`config.mk`:
```
export PLATFORM = sky130hd
export DESIGN_NAME = unordered_pair_table_unit_flat
export DESIGN_NICKNAME = d
export VERILOG_FILES = /design/src/hw/rtl/upt_pkg.sv /design/src/hw/rtl/upt_if.sv /design/src/hw/rtl/unordered_pair_table_unit.sv /design/src/flat_wrapper.sv
export VERILOG_INCLUDE_DIRS = /design/src /design/src/hw/rtl
export SDC_FILE = /design/constraint.sdc
export NUM_CORES = 2
export LEC_CHECK = 0
export ABC_AREA = 1
export BUFFER_PORTS_ARGS = -buffer_cell sky130_fd_sc_hd__buf_2
export CAP_MARGIN = 20
export CORE_MARGIN = 3
export CORE_UTILIZATION = 45
export CTS_CLUSTER_DIAMETER = 150
export DETAILED_ROUTE_END_ITERATION = 12
export PLACE_DENSITY = 0.65
export REMOVE_ABC_BUFFERS = 1
export SYNTH_ARGS = -nofsm -noshare
export SYNTH_HDL_FRONTEND = slang
export SYNTH_SLANG_ARGS = --single-unit
```
`constraint.sdc`:
```
create_clock -name clk_i -period 7.8 [get_ports clk_i]
set_input_delay 0.39 -clock clk_i [delete_from_list [all_inputs] [get_ports clk_i]]
set_output_delay 0.39 -clock clk_i [all_outputs]
set_load 0.03 [all_outputs]
```
`src/hw/rtl/unordered_pair_table_unit_assert.svh`:
```
// Assertion macros for the unordered pair table.
// Expects clk_i and rst_ni in the scope of each use.
`ifndef UNORDERED_PAIR_TABLE_UNIT_ASSERT_SVH
`define UNORDERED_PAIR_TABLE_UNIT_ASSERT_SVH

// same-cycle implication
`define UPT_ASSERT_IMP(lbl, ante, cons, msg) \
  lbl: assert property (@(posedge clk_i) disable iff (!rst_ni) (ante) |-> (cons)) \
    else $error(msg);

// next-cycle implication
`define UPT_ASSERT_NXT(lbl, ante, cons, msg) \
  lbl: assert property (@(posedge clk_i) disable iff (!rst_ni) (ante) |=> (cons)) \
    else $error(msg);

`endif

```
`src/hw/rtl/upt_pkg.sv`:
```
// Package for the unordered pair table: sizes, function and status codes,
// slot entry type. No dependencies.
`default_nettype none

package upt_pkg;

  localparam int unsigned ENTRIES = 32;
  localparam int unsigned ID_BITS = 16;
  localparam int unsigned IDX_W   = (ENTRIES > 1) ? $clog2(ENTRIES) : 1;

  localparam int unsigned FUNC_W  = 3;
  localparam int unsigned FIELD_W = 16;
  localparam int unsigned STAT_W  = 3;
  localparam int unsigned CNT_W   = 6;

  localparam logic [FUNC_W-1:0] FN_INSERT     = 3'd0;
  localparam logic [FUNC_W-1:0] FN_REMOVE_PAIR = 3'd1;
  localparam logic [FUNC_W-1:0] FN_REMOVE_OBJ = 3'd2;
  localparam logic [FUNC_W-1:0] FN_REMOVE_TAG = 3'd3;
  localparam logic [FUNC_W-1:0] FN_DRAIN      = 3'd4;

  localparam logic [STAT_W-1:0] ST_INSERTED  = 3'd0;
  localparam logic [STAT_W-1:0] ST_DUPLICATE = 3'd1;
  localparam logic [STAT_W-1:0] ST_FULL      = 3'd2;
  localparam logic [STAT_W-1:0] ST_REMOVED   = 3'd3;
  localparam logic [STAT_W-1:0] ST_NOTFOUND  = 3'd4;
  localparam logic [STAT_W-1:0] ST_DRAINED   = 3'd5;
  localparam logic [STAT_W-1:0] ST_EMPTY     = 3'd6;

  typedef struct packed {
    logic [ID_BITS-1:0] first;
    logic [ID_BITS-1:0] second;
    logic [FIELD_W-1:0] tag;
  } upt_entry_t;

endpackage

`default_nettype wire

```
`src/hw/rtl/upt_if.sv`:
```
// Handshake channels of the unordered pair table: request and result.
// Depends on upt_pkg.
`default_nettype none

interface upt_in_if;
  import upt_pkg::*;
  logic                valid;
  logic                ready;
  logic [FUNC_W-1:0]   func;
  logic [FIELD_W-1:0]  obj_a;
  logic [FIELD_W-1:0]  obj_b;
  logic [FIELD_W-1:0]  tag;
  modport source (output valid, func, obj_a, obj_b, tag, input ready);
  modport sink   (input valid, func, obj_a, obj_b, tag, output ready);
endinterface

interface upt_out_if;
  import upt_pkg::*;
  logic                valid;
  logic                ready;
  logic [STAT_W-1:0]   status;
  logic [FIELD_W-1:0]  pair_a;
  logic [FIELD_W-1:0]  pair_b;
  logic [CNT_W-1:0]    removed_count;
  logic                final_item;
  modport source (output valid, status, pair_a, pair_b, removed_count, final_item,
                  input ready);
  modport sink   (input valid, status, pair_a, pair_b, removed_count, final_item,
                  output ready);
endinterface

`default_nettype wire

```
`src/hw/rtl/unordered_pair_table_unit.sv`:
```
// Unordered pair table: slot memory, valid flags, scan sequencer, result register.
// Depends on upt_pkg, upt_if.sv and unordered_pair_table_unit_assert.svh.
//
//   channel  dir  handshake     payload
//   in_i     in   valid/ready   func, obj_a, obj_b, tag
//   out_o    out  valid/ready   status, pair_a, pair_b, removed_count, final_item
//
// An item scans the slot memory one slot per cycle unless a full result register
// stalls it, and stops early when a pair, duplicate or tag match ends the scan.
// The registered read of the slot memory sets the pace.
// Drain emits one item per used slot; a full result register stalls the scan.
// Reset clears all valid flags at once; no clearing pass. Unused func codes are
// taken and give no result.
`default_nettype none
`include "unordered_pair_table_unit_assert.svh"

module unordered_pair_table_unit (
  input  wire logic   clk_i,
  input  wire logic   rst_ni,
  upt_in_if.sink      in_i,
  upt_out_if.source   out_o
);
  import upt_pkg::*;

  typedef enum logic {
    S_IDLE,
    S_SCAN
  } state_e;

  localparam logic [IDX_W-1:0]   LAST_IDX = IDX_W'(ENTRIES - 1);
  localparam logic [ENTRIES-1:0] ONE_HOT0 = ENTRIES'(1);

  state_e              state_q, state_d;
  logic [IDX_W-1:0]    idx_q, idx_d;
  logic [FUNC_W-1:0]   func_q, func_d;
  logic [ID_BITS-1:0]  a_q, a_d, b_q, b_d;
  logic [FIELD_W-1:0]  tag_q, tag_d;
  logic                free_fnd_q, free_fnd_d;
  logic [IDX_W-1:0]    free_idx_q, free_idx_d;
  logic [CNT_W-1:0]    cnt_q, cnt_d;
  logic                any_q, any_d;
  logic [ENTRIES-1:0]  valid_q, valid_d;

  upt_entry_t          mem_q [ENTRIES];
  upt_entry_t          rd_q;
  upt_entry_t          wr_ent;
  logic                mem_we;
  logic [IDX_W-1:0]    wr_idx;

  logic                ovld_q;
  logic [STAT_W-1:0]   ostat_q;
  logic [FIELD_W-1:0]  opa_q, opb_q;
  logic [CNT_W-1:0]    ocnt_q;
  logic                ofin_q;

  logic                emit;
  logic [STAT_W-1:0]   e_stat;
  logic [FIELD_W-1:0]  e_pa, e_pb;
  logic [CNT_W-1:0]    e_cnt;
  logic                e_fin;

  logic                out_free, cur_vld, last_slot, last_pair;
  logic                hit_pair, hit_obj, hit_tag, done;
  logic [CNT_W-1:0]    cnt_inc;

  assign out_free  = !ovld_q || out_o.ready;
  assign cur_vld   = valid_q[idx_q];
  assign last_slot = (idx_q == LAST_IDX);
  assign last_pair = ((valid_q & ~(ONE_HOT0 << idx_q)) == '0);
  assign hit_pair  = cur_vld && ((rd_q.first == a_q && rd_q.second == b_q) ||
                                 (rd_q.first == b_q && rd_q.second == a_q));
  assign hit_obj   = cur_vld && (rd_q.first == a_q || rd_q.second == a_q);
  assign hit_tag   = hit_obj && (rd_q.tag == tag_q);
  assign cnt_inc   = cnt_q + CNT_W'(hit_obj);

  assign wr_ent.first  = a_q;
  assign wr_ent.second = b_q;
  assign wr_ent.tag    = tag_q;
  assign wr_idx        = free_fnd_q ? free_idx_q : idx_q;

  assign in_i.ready = (state_q == S_IDLE);

  always_comb begin
    state_d    = state_q;
    idx_d      = idx_q;
    func_d     = func_q;
    a_d        = a_q;
    b_d        = b_q;
    tag_d      = tag_q;
    free_fnd_d = free_fnd_q;
    free_idx_d = free_idx_q;
    cnt_d      = cnt_q;
    any_d      = any_q;
    valid_d    = valid_q;
    mem_we     = 1'b0;
    emit       = 1'b0;
    e_stat     = ST_NOTFOUND;
    e_pa       = '0;
    e_pb       = '0;
    e_cnt      = '0;
    e_fin      = 1'b1;
    done       = 1'b0;
    case (state_q)
      S_IDLE: begin
        idx_d = '0;
        if (in_i.valid) begin
          func_d     = in_i.func;
          a_d        = ID_BITS'(in_i.obj_a);
          b_d        = ID_BITS'(in_i.obj_b);
          tag_d      = in_i.tag;
          free_fnd_d = 1'b0;
          free_idx_d = '0;
          cnt_d      = '0;
          any_d      = 1'b0;
          if (in_i.func <= FN_DRAIN) begin
            state_d = S_SCAN;
          end
        end
      end
      S_SCAN: begin
        if (out_free) begin
          case (func_q)
            FN_INSERT: begin
              if (hit_pair) begin
                emit   = 1'b1;
                e_stat = ST_DUPLICATE;
                done   = 1'b1;
              end else begin
                if (!cur_vld && !free_fnd_q) begin
                  free_fnd_d = 1'b1;
                  free_idx_d = idx_q;
                end
                if (last_slot) begin
                  emit = 1'b1;
                  done = 1'b1;
                  if (free_fnd_q || !cur_vld) begin
                    mem_we          = 1'b1;
                    valid_d[wr_idx] = 1'b1;
                    e_stat          = ST_INSERTED;
                  end else begin
                    e_stat = ST_FULL;
                  end
                end
              end
            end
            FN_REMOVE_PAIR, FN_REMOVE_TAG: begin
              if ((func_q == FN_REMOVE_PAIR) ? hit_pair : hit_tag) begin
                valid_d[idx_q] = 1'b0;
                emit           = 1'b1;
                e_stat         = ST_REMOVED;
                e_cnt          = CNT_W'(1);
                done           = 1'b1;
              end else if (last_slot) begin
                emit = 1'b1;
                done = 1'b1;
              end
            end
            FN_REMOVE_OBJ: begin
              if (hit_obj) begin
                valid_d[idx_q] = 1'b0;
                any_d          = 1'b1;
              end
              cnt_d = cnt_inc;
              if (last_slot) begin
                emit   = 1'b1;
                done   = 1'b1;
                e_cnt  = cnt_inc;
                e_stat = (any_q || hit_obj) ? ST_REMOVED : ST_NOTFOUND;
              end
            end
            FN_DRAIN: begin
              if (cur_vld) begin
                valid_d[idx_q] = 1'b0;
                any_d          = 1'b1;
                emit           = 1'b1;
                e_stat         = ST_DRAINED;
                e_pa           = FIELD_W'(rd_q.first);
                e_pb           = FIELD_W'(rd_q.second);
                e_cnt          = CNT_W'(1);
                e_fin          = last_pair;
                done           = last_pair || last_slot;
              end else if (last_slot) begin
                done = 1'b1;
                if (!any_q) begin
                  emit   = 1'b1;
                  e_stat = ST_EMPTY;
                end
              end
            end
            default: begin
              done = 1'b1;
            end
          endcase
          if (done) begin
            state_d = S_IDLE;
            idx_d   = '0;
          end else begin
            idx_d = idx_q + IDX_W'(1);
          end
        end
      end
      default: begin
        state_d = S_IDLE;
        idx_d   = '0;
      end
    endcase
  end

  always_ff @(posedge clk_i) begin
    if (mem_we) begin
      mem_q[wr_idx] <= wr_ent;
    end
    rd_q <= mem_q[idx_d];
  end

  always_ff @(posedge clk_i or negedge rst_ni) begin
    if (!rst_ni) begin
      state_q    <= S_IDLE;
      idx_q      <= '0;
      free_fnd_q <= 1'b0;
      any_q      <= 1'b0;
      valid_q    <= '0;
      ovld_q     <= 1'b0;
    end else begin
      state_q    <= state_d;
      idx_q      <= idx_d;
      free_fnd_q <= free_fnd_d;
      any_q      <= any_d;
      valid_q    <= valid_d;
      if (emit) begin
        ovld_q <= 1'b1;
      end else if (out_o.ready) begin
        ovld_q <= 1'b0;
      end
    end
  end

  always_ff @(posedge clk_i) begin
    func_q     <= func_d;
    a_q        <= a_d;
    b_q        <= b_d;
    tag_q      <= tag_d;
    free_idx_q <= free_idx_d;
    cnt_q      <= cnt_d;
    if (emit) begin
      ostat_q <= e_stat;
      opa_q   <= e_pa;
      opb_q   <= e_pb;
      ocnt_q  <= e_cnt;
      ofin_q  <= e_fin;
    end
  end

  assign out_o.valid         = ovld_q;
  assign out_o.status        = ostat_q;
  assign out_o.pair_a        = opa_q;
  assign out_o.pair_b        = opb_q;
  assign out_o.removed_count = ocnt_q;
  assign out_o.final_item    = ofin_q;

  `UPT_ASSERT_IMP(a_wr_free_slot, mem_we, !valid_q[wr_idx], "insert overwrites a used slot")
  `UPT_ASSERT_NXT(a_stall_hold, (state_q == S_SCAN) && !out_free, $stable(idx_q),
                  "scan advanced while result register full")
  `UPT_ASSERT_NXT(a_drain_clear, emit && (e_stat == ST_DRAINED) && e_fin, valid_q == '0,
                  "table not empty after last drained item")
  `UPT_ASSERT_IMP(a_emit_free, emit, out_free, "result overwrites a pending item")

endmodule

`default_nettype wire
```
`src/flat_wrapper.sv`:
```
// flat-port wrapper written by rule: the top's interface ports become plain ports
module unordered_pair_table_unit_flat import upt_pkg::*;
  (clk_i, rst_ni, in_i_valid, in_i_func, in_i_obj_a, in_i_obj_b, in_i_tag, in_i_ready, out_o_valid, out_o_status, out_o_pair_a, out_o_pair_b, out_o_removed_count, out_o_final_item, out_o_ready);
  upt_in_if in_i_i ();
  upt_out_if out_o_i ();
  input  wire logic clk_i;
  input  wire logic rst_ni;
  input wire logic [$bits(in_i_i.valid)-1:0] in_i_valid;
  input wire logic [$bits(in_i_i.func)-1:0] in_i_func;
  input wire logic [$bits(in_i_i.obj_a)-1:0] in_i_obj_a;
  input wire logic [$bits(in_i_i.obj_b)-1:0] in_i_obj_b;
  input wire logic [$bits(in_i_i.tag)-1:0] in_i_tag;
  output wire logic [$bits(in_i_i.ready)-1:0] in_i_ready;
  output wire logic [$bits(out_o_i.valid)-1:0] out_o_valid;
  output wire logic [$bits(out_o_i.status)-1:0] out_o_status;
  output wire logic [$bits(out_o_i.pair_a)-1:0] out_o_pair_a;
  output wire logic [$bits(out_o_i.pair_b)-1:0] out_o_pair_b;
  output wire logic [$bits(out_o_i.removed_count)-1:0] out_o_removed_count;
  output wire logic [$bits(out_o_i.final_item)-1:0] out_o_final_item;
  input wire logic [$bits(out_o_i.ready)-1:0] out_o_ready;
  assign in_i_i.valid = in_i_valid;
  assign in_i_i.func = in_i_func;
  assign in_i_i.obj_a = in_i_obj_a;
  assign in_i_i.obj_b = in_i_obj_b;
  assign in_i_i.tag = in_i_tag;
  assign in_i_ready = in_i_i.ready;
  assign out_o_valid = out_o_i.valid;
  assign out_o_status = out_o_i.status;
  assign out_o_pair_a = out_o_i.pair_a;
  assign out_o_pair_b = out_o_i.pair_b;
  assign out_o_removed_count = out_o_i.removed_count;
  assign out_o_final_item = out_o_i.final_item;
  assign out_o_i.ready = out_o_ready;
  unordered_pair_table_unit u_core (.clk_i(clk_i), .rst_ni(rst_ni), .in_i(in_i_i), .out_o(out_o_i));
endmodule
```
==> impl_metrics.py <==
metrics = {
    "cts": {
        "cts_tree": "done",
        "cts_buffers": 179,
        "ctsResizeCount": 0,
        "clock_latency_ns": 0.82,
        "cts_root_buffer": "clkbuf_16",
        "clk_pin_slew_ns": 0.06,
        "holdBufCountCts": 52,
        "cts_buffer_depth": 3,
        "numClockSinks": 1729,
        "cts_setup_buffers": 0,
        "htreeDepth": 4,
    },
    "timing": {
        "rsz0062_at_grt": "false",
        "whs_ns": 0.0533,
        "setup_slack_ns": 1.80,
        "slew_viol_final": 0,
        "tns_ns": 0,
        "min_period_ns": 6.00,
        "tightest_slew_ns": 1.35,
        "max_freq_mhz": 167,
        "period_share_pct": 77.0,
        "hold_viol_final": 0,
        "fin_skew_ns": 0.0441,
        "finalSetupViolCount": 0,
        "relSlewSlack_pct": 10.3,
    },
    "global_routing": {
        "antenna_found_initial": 1,
        "gr-total-overflow": 0,
        "grt_pass1_vias": 55300,
        "grt_usage_pct": 25.7,
        "grt_pass1_wl_um": 348000,
        "grt_max_degree": 211,
    },
    "logic_synthesis": {
        "ys.flop_type": "edfxtp_1",
        "yosysTopAreaCellShare_pct": 62.8,
        "yosys.area_share.simple_pct": 21.6,
        "synthArstFlopShare_pct": 2.37,
        "synth_mux_area_share_pct": 0,
        "synth_top_cells_by_area": "edfxtp_1 63%, nand3_1 8.7%, inv_1 8.0%",
        "synth_enable_flop_cells": 1640,
        "synth_common_cells": "1666 x inv_1, 1640 x edfxtp_1, 1367 x nand3_1, 1182 x nand2_1, 775 x nand4_1",
        "synth_top_family_by_area": "simple AND/OR/NAND/NOR gates",
        "synthMostInstantiatedCell": "inv_1",
        "synth_area_um2": 78400,
        "synthAdderAreaFrac_pct": 0.144,
        "synthCells": 7640,
        "synth_xor_area_share_pct": 0.749,
        "netlist-cell-type-count": 41,
        "postSynthRegisterBits": 1729,
        "yosysSeqAreaShare_pct": 65.4,
        "yosysWarnings": 0,
        "synth-compound-area-share_pct": 0.983,
        "syn_area_per_cell_um2": 10.3,
        "synth_area_leader_cell": "edfxtp_1",
    },
    "worst_setup_path": {
        "critPathCaptureType": "register",
        "crit_fanout": 106,
        "critPathRequiredTime_ns": 8.54,
        "cp.arrival_ns": 6.74,
        "cpMostUsedCell": "nand2_1",
        "start_kind": "register",
        "crit_chain": "inv_2 > ha_1 > inv_1 > o21ai_0 > nand2_1 > nor2_1 > nand2_1 > nor2_1 > nand2_1 > nor2_1 > nor2_1 > nand3_1 > nand2_8 > nand3_4 > inv_8 > buf_12 > nand3_1 > nand3_1 > nand3_1 > nand2_1 > nand2_1 > nand2_1",
        "worst_path_largest_cell_delay_ns": 0.78,
        "crit_type": "register to register",
        "cp_slowest_cell": "inv_8",
    },
    "layout": {
        "fillCellCount": 15200,
        "area_growth_pct": 12.0,
        "final_layout_size_suffix_gt1_share_pct": 7.56,
        "ff_latch_area_um2": 51200,
        "nNetsFinal": 7682,
        "multiInputGateArea_um2": 18600,
        "antenna_cells": 0,
        "fin_cells": 10100,
    },
    "pwr": {
        "clock_power_share_pct": 36.0,
        "power.internal_w": 0.0166,
        "power_density_nw_per_um2": 270,
        "seq_power_share_pct": 45.8,
        "power_switching_w": 0.00716,
        "ir_worst_vdd_v": 0.000240,
        "finalPower_w": 0.0237,
        "p_leak_nw": 36.9,
        "switching_share_pct": 30.2,
        "comb_power_share_pct": 18.2,
    },
    "floorplanning": {
        "initial_core_util_pct": 45.5,
        "rows": 152,
        "dieArea_um2": 179000,
        "die_w_um": 423,
        "die_h_um": 423,
        "core_um2": 172000,
        "ios": 99,
    },
    "drt": {
        "drc": 0,
        "routed_wirelength_um": 235000,
        "vias_per_cell": 5.69,
        "wl_per_cell_um": 23.4,
        "dr.first_iter.drc_count": 8174,
        "vias": 57400,
        "drt-pass1-iter-count": 7,
        "ant_nets": 0,
    },
    "place": {
        "placed_cells": 9681,
        "numPortBuffers": 98,
        "gp_congestion": 0.840,
        "dp_slack_ns": 2.01,
        "hpwl_um": 113000,
    },
    "run_status": {
        "outcome": "finished, final reports clean",
    },
    "run": {
        "cap_violations": 0,
    },
    "min_path": {
        "hold_path_class": "primary input to register",
    },
}
-- power groups by stage --
stage	combinational [W]	sequential, W	clock (W)
after CTS	0.00417	0.0109	0.00861
after floorplan	0.00269	0.0112	0
after detailed placement	0.00413	0.0111	0
after global routing	0.00469	0.0109	0.00901
final	0.00432	0.0109	0.00853
after global placement	0.00407	0.0111	0
-- per-stage QoR --
step / area [µm²] / util, %
2_1_floorplan: 75900 / -
3_3_place_gp: 81000 / 47.0
3_5_place_dp: 81000 / 47.0
4_1_cts: 87400 / 50.7
5_1_grt: 87800 / 50.9
6_report: 87800 / 50.9
-- kinds of logic after synthesis --
| kind of cell | after synthesis |
|---|---|
| XOR/XNOR | 67 |
| buffers and inverters | 2188 |
| AND/OR/NAND/NOR | 3509 |
| flip-flops | 1729 |
| AO/OA/AOI/OAI | 138 |
| adder cells (fa/ha/maj) | 9 |
-- critical path, delay by kind of cell (launching register included) --
family | cells | cell delay [ns]
adders and majority gates | 1 | 0.31
DFF | 1 | 0.73
AOI/OAI and AO/OA | 1 | 0.19
buffers and inverters | 4 | 1.83
and+or+nand+nor | 16 | 2.49
-- registers in the layout (all words and copies together), names as in the netlist, 5 cells and up --
name,count
u_core.mem_q,1536
u_core.rd_q,48
u_core.valid_q,32
u_core.a_q,16
u_core.b_q,16
u_core.out_o.pair_a,16
u_core.out_o.pair_b,16
u_core.tag_q,16
u_core.cnt_q,6
u_core.out_o.removed_count,6
u_core.free_idx_q,5
u_core.idx_q,5
-- cell type report --
cell class / instances / share of cell area (%)
Multi-Input combinational cell: 3723 / 21.2
Inverter: 1672 / 7.18
Clock buffer: 249 / 5.76
Timing Repair Buffer: 313 / 3.24
Tap cell: 2310 / 3.29
Sequential cell: 1729 / 58.4
Clock inverter: 88 / 0.925
-- per-layer routing --
| layer | vias to the layer above | GRT usage [%] | share of wire (%) |
|---|---|---|---|
| li1 | 25800 | - | - |
| met1 | 27700 | 33.6 | 39 |
| met2 | 3283 | 41.9 | 47 |
| met3 | 633 | 4.40 | 10 |
| met4 | 2 | 11.7 | 4.8 |
| met5 | - | 0 | 0.0055 |
-- placed cells by master (no fill, tap or decap), types with 9 or more instances in the layout --
cell type      count
clkbuf_16        180
buf_16            14
clkbuf_1          40
dlygate4sd3_1     53
buf_12            25
buf_2             98
clkinv_2          26
xnor2_1           62
buf_4            121
nand3_1         1367
clkinv_1          35
or2_2             10
bufinv_16         10
dfxtp_1           48
nor2_1           129
inv_1           1661
o21ai_0           72
clkbuf_8          29
edfxtp_1        1640
a21oi_1           16
nand2_1         1182
dfrtp_1           40
a31oi_1           29
nor3_2            29
nand4_1          775
ha_1               9
-- final timing paths --
kind	start	cells after the start	endpoint	slack, ns
min in group asynchronous	rst_ni	3	u_core.state_q	0.46
worst max register to register	u_core.idx_q[0]	22	u_core.rd_q[7]	1.80
worst min register to register	u_core.valid_q[23]	2	u_core.valid_q[23]	0.55
worst max-delay path	u_core.idx_q[0]	22	u_core.rd_q[7]	1.80
max in group asynchronous	rst_ni	4	u_core.valid_q[20]	6.90
worst min-delay path	in_i_valid	3	u_core.state_q	0.05
Power figures use the tool's default switching activity.
